## src/hw/rtl/h2r_pkg.sv

```systemverilog
// Package for the HSL to RGB converter: field widths, pipeline depth and arithmetic constants.
// It depends on nothing; the converter core takes its names by scoped reference.
package h2r_pkg;

	// Fixed widths of the channel fields.
	localparam int HueW   = 16;
	localparam int PctInW = 8;
	localparam int LevelW = 8;

	// Internal widths.
	localparam int PctW   = 7;   // clamped percent, 0..100
	localparam int AngW   = 9;   // reduced hue, 0..359
	localparam int FracW  = 6;   // ramp position, 0..60
	localparam int HelpW  = 14;  // helper levels at a scale of 10000
	localparam int RampW  = 20;  // ramp value, at most 600000
	localparam int WideW  = 28;  // ramp times 255
	localparam int RecW   = 21;  // width of the level reciprocal
	localparam int ProdW  = RampW + RecW;

	localparam int Lanes  = 3;   // red, green, blue
	localparam int Stages = 9;

	// Arithmetic constants.
	localparam int HueMod      = 360;
	localparam int PctMax      = 100;
	localparam int LevelMax    = 255;
	localparam int RampScale   = 600000;
	localparam int LigHalf     = 50;
	localparam int LigTwice    = 200;
	localparam int Sector      = 60;
	localparam int ThirdTurn   = 120;
	localparam int FullRise    = 180;
	localparam int TwoThirds   = 240;

	// floor(hue / 360) is estimated as (hue * 182) >> 16; the estimate is low by at most one.
	localparam int HueRecip    = 182;
	localparam int HueShift    = 16;

	// floor(ramp * 255 / 600000) is estimated as (ramp * LevelRecip) >> 32,
	// again low by at most one.
	localparam int LevelRecip  = 1825361;
	localparam int LevelShift  = 32;

	typedef logic [PctW-1:0]   pct_t;
	typedef logic [AngW-1:0]   ang_t;
	typedef logic [FracW-1:0]  frac_t;
	typedef logic [HelpW-1:0]  help_t;
	typedef logic [RampW-1:0]  ramp_t;
	typedef logic [WideW-1:0]  wide_t;
	typedef logic [LevelW-1:0] level_t;

endpackage

```

## src/hw/rtl/hsl_to_rgb_converter_core.sv

```systemverilog
// HSL to RGB converter core: a nine-stage pipeline from hue, saturation and lightness to 8-bit RGB.
// It depends on h2r_pkg for widths and constants.
//
//   Channel   Direction  Handshake              Payload
//   hsl       in         hsl_valid/hsl_ready    hue_degrees, saturation_pct, lightness_pct
//   rgb       out        rgb_valid/rgb_ready    red_level, green_level, blue_level
//
// One beat enters per clock cycle while rgb_ready does not stall the output; its result
// passes through the nine register stages of the arithmetic, and no loop holds a beat back.
// Every stage holds a valid bit; a stage takes new data whenever it is empty or the
// stage after it moves, so bubbles close up and input is accepted while a result waits.
// A stall on rgb_ready holds every full stage with no empty stage after it, so nothing is dropped or repeated.
// The asynchronous reset arst_n clears the valid bits only; the data registers are not reset.
module hsl_to_rgb_converter_core (
	input  logic                          clk,
	input  logic                          arst_n,
	input  logic                          hsl_valid,
	output logic                          hsl_ready,
	input  logic [h2r_pkg::HueW-1:0]      hue_degrees,
	input  logic [h2r_pkg::PctInW-1:0]    saturation_pct,
	input  logic [h2r_pkg::PctInW-1:0]    lightness_pct,
	output logic                          rgb_valid,
	input  logic                          rgb_ready,
	output logic [h2r_pkg::LevelW-1:0]    red_level,
	output logic [h2r_pkg::LevelW-1:0]    green_level,
	output logic [h2r_pkg::LevelW-1:0]    blue_level
);

	localparam int NS = h2r_pkg::Stages;
	localparam int NL = h2r_pkg::Lanes;

	// Valid bit of each stage and the load enable that each stage derives from the next.
	logic [NS:1]   vld_q;
	logic [NS+1:1] en;

	always_comb begin
		en[NS+1] = rgb_ready;
		for (int i = NS; i >= 1; i--) begin
			en[i] = !vld_q[i] || en[i+1];
		end
	end

	assign hsl_ready = en[1];

	always_ff @(posedge clk or negedge arst_n) begin
		if (!arst_n) begin
			vld_q <= '0;
		end else begin
			if (en[1]) begin
				vld_q[1] <= hsl_valid;
			end
			for (int i = 2; i <= NS; i++) begin
				if (en[i]) begin
					vld_q[i] <= vld_q[i-1];
				end
			end
		end
	end

	// Stage 1: clamp the percentages and estimate the number of whole turns in the hue.
	h2r_pkg::pct_t                  sat_c, lig_c;
	logic [h2r_pkg::HueW+7:0]       hue_x;
	logic [h2r_pkg::HueW-1:0]       hue_s1;
	logic [7:0]                     turns_s1;
	h2r_pkg::pct_t                  sat_s1, lig_s1;

	assign sat_c = (saturation_pct > h2r_pkg::PctInW'(h2r_pkg::PctMax)) ?
		h2r_pkg::PctW'(h2r_pkg::PctMax) : saturation_pct[h2r_pkg::PctW-1:0];
	assign lig_c = (lightness_pct > h2r_pkg::PctInW'(h2r_pkg::PctMax)) ?
		h2r_pkg::PctW'(h2r_pkg::PctMax) : lightness_pct[h2r_pkg::PctW-1:0];
	assign hue_x = (h2r_pkg::HueW+8)'(hue_degrees) * (h2r_pkg::HueW+8)'(h2r_pkg::HueRecip);

	// Stage 2: partial remainder of the hue (below 720) and the high helper level.
	logic [16:0]                    hrem_full;
	logic [14:0]                    high_lo, high_hi;
	logic [7:0]                     ls_sum;
	logic [9:0]                     hrem_s2;
	h2r_pkg::help_t                 high_s2;
	h2r_pkg::pct_t                  lig_s2;

	assign hrem_full = 17'(hue_s1) - 17'(turns_s1) * 17'(h2r_pkg::HueMod);
	assign ls_sum    = 8'(sat_s1) + 8'(lig_s1);
	assign high_lo   = 15'(lig_s1) * (15'(sat_s1) + 15'(h2r_pkg::PctMax));
	assign high_hi   = 15'(ls_sum) * 15'(h2r_pkg::PctMax) - 15'(sat_s1) * 15'(lig_s1);

	// Stage 3: final hue reduction; low helper level and the rise between the two.
	// Zero saturation needs no branch of its own: high and low both become lightness*100,
	// so every ramp is flat at lightness*6000 and scales to lightness*255/100.
	logic [14:0]                    low_full, rise_full;
	h2r_pkg::ang_t                  hue_s3;
	h2r_pkg::help_t                 low_s3, rise_s3;

	assign low_full  = 15'(lig_s2) * 15'(h2r_pkg::LigTwice) - 15'(high_s2);
	assign rise_full = {high_s2, 1'b0} - 15'(lig_s2) * 15'(h2r_pkg::LigTwice);

	// Stage 4: per-lane hue angle and position on the piecewise ramp.
	h2r_pkg::ang_t                  ang [NL];
	h2r_pkg::frac_t                 pos [NL];
	h2r_pkg::frac_t                 pos_s4 [NL];
	h2r_pkg::ramp_t                 base_s4;
	h2r_pkg::help_t                 rise_s4;

	always_comb begin
		// Red leads by a third of a turn, green uses the hue, blue trails by a third.
		ang[0] = (hue_s3 < h2r_pkg::AngW'(h2r_pkg::TwoThirds)) ?
			hue_s3 + h2r_pkg::AngW'(h2r_pkg::ThirdTurn) :
			hue_s3 - h2r_pkg::AngW'(h2r_pkg::TwoThirds);
		ang[1] = hue_s3;
		ang[2] = (hue_s3 >= h2r_pkg::AngW'(h2r_pkg::ThirdTurn)) ?
			hue_s3 - h2r_pkg::AngW'(h2r_pkg::ThirdTurn) :
			hue_s3 + h2r_pkg::AngW'(h2r_pkg::TwoThirds);
		for (int l = 0; l < NL; l++) begin
			if (ang[l] < h2r_pkg::AngW'(h2r_pkg::Sector)) begin
				pos[l] = ang[l][h2r_pkg::FracW-1:0];
			end else if (ang[l] < h2r_pkg::AngW'(h2r_pkg::FullRise)) begin
				pos[l] = h2r_pkg::FracW'(h2r_pkg::Sector);
			end else if (ang[l] < h2r_pkg::AngW'(h2r_pkg::TwoThirds)) begin
				pos[l] = h2r_pkg::FracW'(h2r_pkg::AngW'(h2r_pkg::TwoThirds) - ang[l]);
			end else begin
				pos[l] = '0;
			end
		end
	end

	// Stage 5: rise times ramp position.  Stage 6: ramp value.
	h2r_pkg::ramp_t                 slope_s5 [NL];
	h2r_pkg::ramp_t                 base_s5;
	h2r_pkg::ramp_t                 ramp_s6 [NL];

	// Stage 7: level estimate by reciprocal, and the exact numerator ramp*255.
	logic [h2r_pkg::ProdW-1:0]      est [NL];
	h2r_pkg::level_t                qe_s7 [NL];
	h2r_pkg::wide_t                 num_s7 [NL];

	// Stage 8: estimate times the divisor.  Stage 9: one-step correction of the estimate.
	h2r_pkg::level_t                qe_s8 [NL];
	h2r_pkg::wide_t                 num_s8 [NL];
	h2r_pkg::wide_t                 back_s8 [NL];
	h2r_pkg::level_t                lvl_s9 [NL];
	h2r_pkg::wide_t                 rem [NL];

	always_comb begin
		for (int l = 0; l < NL; l++) begin
			est[l] = h2r_pkg::ProdW'(ramp_s6[l]) * h2r_pkg::ProdW'(h2r_pkg::LevelRecip);
			rem[l] = num_s8[l] - back_s8[l];
		end
	end

	always_ff @(posedge clk) begin
		if (en[1]) begin
			hue_s1   <= hue_degrees;
			turns_s1 <= hue_x[h2r_pkg::HueShift +: 8];
			sat_s1   <= sat_c;
			lig_s1   <= lig_c;
		end
		if (en[2]) begin
			hrem_s2 <= hrem_full[9:0];
			high_s2 <= (lig_s1 < h2r_pkg::PctW'(h2r_pkg::LigHalf)) ?
				high_lo[h2r_pkg::HelpW-1:0] : high_hi[h2r_pkg::HelpW-1:0];
			lig_s2  <= lig_s1;
		end
		if (en[3]) begin
			hue_s3  <= (hrem_s2 >= 10'(h2r_pkg::HueMod)) ?
				h2r_pkg::AngW'(hrem_s2 - 10'(h2r_pkg::HueMod)) : hrem_s2[h2r_pkg::AngW-1:0];
			low_s3  <= low_full[h2r_pkg::HelpW-1:0];
			rise_s3 <= rise_full[h2r_pkg::HelpW-1:0];
		end
		if (en[4]) begin
			pos_s4  <= pos;
			base_s4 <= h2r_pkg::RampW'(low_s3) * h2r_pkg::RampW'(h2r_pkg::Sector);
			rise_s4 <= rise_s3;
		end
		if (en[5]) begin
			for (int l = 0; l < NL; l++) begin
				slope_s5[l] <= h2r_pkg::RampW'(rise_s4) * h2r_pkg::RampW'(pos_s4[l]);
			end
			base_s5 <= base_s4;
		end
		if (en[6]) begin
			for (int l = 0; l < NL; l++) begin
				ramp_s6[l] <= base_s5 + slope_s5[l];
			end
		end
		if (en[7]) begin
			for (int l = 0; l < NL; l++) begin
				qe_s7[l]  <= est[l][h2r_pkg::LevelShift +: h2r_pkg::LevelW];
				num_s7[l] <= h2r_pkg::WideW'(ramp_s6[l]) * h2r_pkg::WideW'(h2r_pkg::LevelMax);
			end
		end
		if (en[8]) begin
			for (int l = 0; l < NL; l++) begin
				qe_s8[l]   <= qe_s7[l];
				num_s8[l]  <= num_s7[l];
				back_s8[l] <= h2r_pkg::WideW'(qe_s7[l]) * h2r_pkg::WideW'(h2r_pkg::RampScale);
			end
		end
		if (en[9]) begin
			for (int l = 0; l < NL; l++) begin
				lvl_s9[l] <= (rem[l] >= h2r_pkg::WideW'(h2r_pkg::RampScale)) ?
					qe_s8[l] + h2r_pkg::LevelW'(1) : qe_s8[l];
			end
		end
	end

	assign rgb_valid   = vld_q[NS];
	assign red_level   = lvl_s9[0];
	assign green_level = lvl_s9[1];
	assign blue_level  = lvl_s9[2];

`ifndef SYNTHESIS
	// The hue reduction must land in 0..359 after its single correction step.
	a_hue_reduced: assert property (@(posedge clk) disable iff (!arst_n)
		vld_q[3] |-> hue_s3 < h2r_pkg::AngW'(h2r_pkg::HueMod))
		else $error("hue reduction out of range");

	// The low helper level plus the rise, that is the high level, stays within 10000.
	a_low_below_high: assert property (@(posedge clk) disable iff (!arst_n)
		vld_q[3] |-> 15'(low_s3) + 15'(rise_s3) <= 15'(10000))
		else $error("helper levels out of range");

	// Every ramp value stays within full scale.
	a_ramp_range: assert property (@(posedge clk) disable iff (!arst_n)
		vld_q[6] |-> ramp_s6[0] <= h2r_pkg::RampW'(h2r_pkg::RampScale) &&
			ramp_s6[1] <= h2r_pkg::RampW'(h2r_pkg::RampScale) &&
			ramp_s6[2] <= h2r_pkg::RampW'(h2r_pkg::RampScale))
		else $error("ramp value above full scale");

	// The reciprocal estimate of the red lane is never high and at most one low.
	a_estimate_close: assert property (@(posedge clk) disable iff (!arst_n)
		vld_q[8] |-> num_s8[0] >= back_s8[0] &&
			rem[0] < h2r_pkg::WideW'(2 * h2r_pkg::RampScale))
		else $error("level estimate off by more than one");
`endif

endmodule

```

## config.mk

```make
export PLATFORM = sky130hd
export DESIGN_NAME = hsl_to_rgb_converter_core
export DESIGN_NICKNAME = d
export VERILOG_FILES = /design/src/hw/rtl/h2r_pkg.sv /design/src/hw/rtl/hsl_to_rgb_converter_core.sv
export SDC_FILE = /design/constraint.sdc
export NUM_CORES = 2
export LEC_CHECK = 0
export BUFFER_PORTS_ARGS = -buffer_cell sky130_fd_sc_hd__buf_2
export CAP_MARGIN = 0
export CORE_UTILIZATION = 40
export CTS_CLUSTER_DIAMETER = 120
export CTS_CLUSTER_SIZE = 40
export DETAILED_ROUTE_END_ITERATION = 16
export PLACE_DENSITY_LB_ADDON = 0.05
export SETUP_SLACK_MARGIN = 0.1
export SLEW_MARGIN = 20
export SYNTH_ARGS = -nofsm -noshare
export SYNTH_HDL_FRONTEND = slang
export SYNTH_SLANG_ARGS = --single-unit
```

## constraint.sdc

```tcl
create_clock -name clk -period 10.4 [get_ports clk]
set_input_delay 3.12 -clock clk [delete_from_list [all_inputs] [get_ports clk]]
set_output_delay 3.12 -clock clk [all_outputs]
set_load 0.05 [all_outputs]
```

==> impl_summary.md <==
Detailed routing
The routed length per placed instance is between 15 and 20 µm. The post-detailed-route via-to-cell ratio is just under 5. The routed design has around 150000 µm of wire.

The first-iteration detailed-routing DRC count is about 1700. The uppermost layer routed is met4. The total DRC errors in the routed layout is 0. The iteration count of the initial detailed-routing pass is 5. The number of vias in the routed layout is approximately 45000. After detailed routing, the wire length on met1 is 78300 µm. The number of nets with antenna violations after routing is 0. The detailed route wirelength on metal2 is slightly above 70000 µm. Summed over all nets, wire length on met3 after detailed routing comes to around 2800 µm.

Worst setup path
The setup path with the least slack is of type input pin to primary output. Data arrives at the worst endpoint at around 5.4 ns. The highest net fanout along the worst path is 50. The worst reg-to-reg setup slack is ~3 ns. STA classifies the critical path endpoint as a primary output.

The required time reported for the critical path endpoint is approximately 7.3 ns. The startpoint kind of the worst setup timing path is an input pin.

Clock network
The total clock buffers created by CTS is 31. TritonCTS built the clock tree. Post-CTS repair changed the size of 0 cells.

The worst-case clock buffer depth is 3. The clock input transition at the sequential cells of the worst setup and hold paths is 0.14 ns. The insertion delay to the later sink of the worst-skew pair is approximately 0.68 ns.

In this run, post-CTS hold repair placed 0 buffers. CTS placed an instance of sky130_fd_sc_hd__clkbuf_16 at the clock tree root. The clock net in this run drives a total of about 550 sinks. Buffers added to address setup during post-CTS repair amount to 0.

The level count of the clock H-tree is 1.

Placed design
The worst setup timing slack at the placement stage is about 1.9 ns. The quantity of I/O buffers inserted on ports is around 60. The HPWL after detailed placement is approximately 130000 µm. The final estimated routing congestion in global placement is 0.830.

Layout
In the final layout, the multi-input gates occupy around 51000 µm². The layout overhead on the synthesized area is 6.31%. In the final layout, flip-flops and latches occupy between 15000 and 20000 µm². The number of nets in the final layout is between 9000 and 10000. The antenna cell count is 0.

The library cell used most frequently in the layout, excluding fill and tap cells, is sky130_fd_sc_hd__inv_1. The top cell types in the final layout, fill and taps aside, are 1488 x sky130_fd_sc_hd__inv_1, 1265 x sky130_fd_sc_hd__ha_1, 1013 x sky130_fd_sc_hd__fa_1, 544 x sky130_fd_sc_hd__edfxtp_1, 360 x sky130_fd_sc_hd__nand2_1. In the final layout, the share of cells above drive strength 1 is 2.83%. The number of filler instances in the final layout is around 17000.

Floorplanning
The overall die area is about 180000 µm². The starting density of the core is slightly above 40%. Measured along the y axis, the die boundary spans 429 µm.

In this run the horizontal extent of the chip is 429 µm. The area inside the core boundary is 181000 µm². The number of standard-cell rows in the floorplan is between 150 and 200.

The number of primary I/O pins is 62.

Synth
The synthesized netlist occupies a cell area of between 70000 and 80000 µm². The flop and latch count out of synthesis is 553. The mean area per synthesized cell is about 11 µm². The area share of fa/ha/maj cells after synthesis is 49.4%. The number of warning messages in the yosys log is 0. The share of synthesized flip-flops with an asynchronous set or reset is around 1.6%. The post-synth net total is between 9000 and 10000. The largest family of logic cells by synthesized area is adder cells. The leading register cell type out of synthesis is sky130_fd_sc_hd__edfxtp_1. Summing the areas of all compound-gate instances in the mapped netlist gives under 10% of the synthesized area. The share of the yosys chip area belonging to registers is between 20% and 30%. The share of synthesized area spent on multiplexers is less than 1%. After technology mapping, the gate count stands at between 6000 and 7000. The number of different library cells used by synthesis comes to 72. The number of synthesized flops with an enable pin is 544.

Of the total synthesized cell area, the portion taken by AND, OR, NAND and NOR gates is a little over 7%. The parity-gate share of the synthesized area counting xor and xnor cells is under 10%.

STA
Based on the critical path, the design can be clocked at up to ~120 MHz. The count of endpoints failing setup in the final report is 0. At the pin with the least slew margin, the transition time is a little under 1 ns. The worst pin sits at a relative slew slack of roughly 36%. The final total negative setup slack is 0 ns.

The number of pins exceeding their max-slew limit in the final report is 0. Subtracting the final worst setup slack from the clock period gives approximately 8.5 ns. The worst hold slack after final layout is about 0.38 ns. The final clock skew is 0.0440 ns. The ratio of final minimum period to clock period is approximately four fifths.

The final hold violation count is 0. In the post-route analysis, the smallest setup slack over all paths is 1.89 ns. Setup repair after global routing left no endpoint under its margin.

GRT
The total grt overflow is 0. The first-pass GRT wire length is between 200000 and 300000 µm. The via count of the first global-routing pass came to 48154. The initial antenna violation count is 0. Global routing consumed, over all layers together, around 17% of the routing resources. The pin count of the biggest net entering global routing is between 100 and 150.

Run
The reported max-cap violation count is 0.

Status
The run finished with clean final reports.

Min path
The class of the most critical hold timing path is register to register.
-- path summary, 6_finish.rpt --
kind                                from            end  cells past startpoint
max                            rgb_ready      hsl_ready                      9
min                        num_s7[0][37]  num_s8[0][37]                      0
max reg2reg                ramp_s6[0][9]    qe_s7[0][7]                     21
min reg2reg                num_s7[0][37]  num_s8[0][37]                      0
max in group asynchronous         arst_n       vld_q[9]                      1
min in group asynchronous         arst_n       vld_q[1]                      1
-- sequential cells by signal (all words and copies together), names as in the netlist, 24 cells and up --
signal    cells
num_s7       66
num_s8       66
back_s8      63
ramp_s6      57
slope_s5     57
lvl_s9       24
qe_s7        24
qe_s8        24
-- critical path, cell delays in order --
cell and delay [ns]:
sky130_fd_sc_hd__buf_2 0.10, sky130_fd_sc_hd__nor2b_1 0.17, sky130_fd_sc_hd__and2_1 0.31, sky130_fd_sc_hd__and3_1 0.55
sky130_fd_sc_hd__nand3_2 0.12, sky130_fd_sc_hd__buf_4 0.31, sky130_fd_sc_hd__nor2_1 0.32, sky130_fd_sc_hd__nand3_2 0.11
sky130_fd_sc_hd__buf_2 0.22
-- metrics by stage --
| step | std cells | utilization (%) | instance area (µm²) |
|---|---|---|---|
| finish | 9233 | 42.9 | 77700 |
| CTS | 9233 | 42.9 | 77700 |
| floorplan | 6780 | - | 73100 |
| global placement | 9176 | 42.2 | 76400 |
| global route | 9233 | 42.9 | 77700 |
| detailed placement | 9176 | 42.2 | 76400 |
-- cells in the mapped netlist, types with 26 or more instances --
library cell	n	share of area [%]
sky130_fd_sc_hd__a21o_1	102	1.0
sky130_fd_sc_hd__fa_1	1013	28
sky130_fd_sc_hd__ha_1	1265	22
sky130_fd_sc_hd__or3_1	30	0.26
sky130_fd_sc_hd__inv_1	1490	7.7
sky130_fd_sc_hd__xor2_1	94	1.1
sky130_fd_sc_hd__a21boi_0	26	0.27
sky130_fd_sc_hd__nor2b_1	56	0.48
sky130_fd_sc_hd__nor3_1	62	0.42
sky130_fd_sc_hd__o21ai_0	191	1.3
sky130_fd_sc_hd__o21a_1	46	0.47
sky130_fd_sc_hd__a21oi_1	269	1.8
sky130_fd_sc_hd__nand2b_1	51	0.44
sky130_fd_sc_hd__o21bai_1	56	0.58
sky130_fd_sc_hd__edfxtp_1	544	22
sky130_fd_sc_hd__nand4_1	26	0.22
sky130_fd_sc_hd__nand2_1	362	1.9
sky130_fd_sc_hd__clkbuf_1	65	0.33
sky130_fd_sc_hd__and3_1	33	0.28
sky130_fd_sc_hd__a31oi_1	29	0.25
sky130_fd_sc_hd__a211oi_1	27	0.28
sky130_fd_sc_hd__xnor2_1	302	3.6
sky130_fd_sc_hd__and2_1	123	1.1
sky130_fd_sc_hd__nand3_1	60	0.41
sky130_fd_sc_hd__nor2_1	224	1.2
-- cell families (layout without fill, tap and decap cells) --
family / Yosys count / after routing
and+or+nand+nor: 1091 / 1091
adders and majority gates: 2278 / 2278
xor gates and xnor gates: 396 / 396
muxes: 16 / 16
buffers and inverters: 1556 / 1639
AOI/OAI and AO/OA: 890 / 890
DFF: 553 / 553
-- layout make-up --
class                   instances  share of cell area (%)
clock buffers                  33                    1.01
well taps                    2370                    3.82
inverters                    1491                    7.21
multi-input cells            4671                    65.3
clock inverters                24                   0.665
flip-flops and latches        553                    21.3
repair buffers                 91                   0.699
-- per-layer routing --
layer  GRT usage [%]  vias to the layer above
met5               0                        -
met4            2.17                        0
met3            1.04                       79
met2            29.0                      311
met1            25.5                    22094
li1                -                    22322
Power is left out: the tool's default activity adds up to more than one toggle a clock period on the data nets, which glitch-free logic cannot reach.
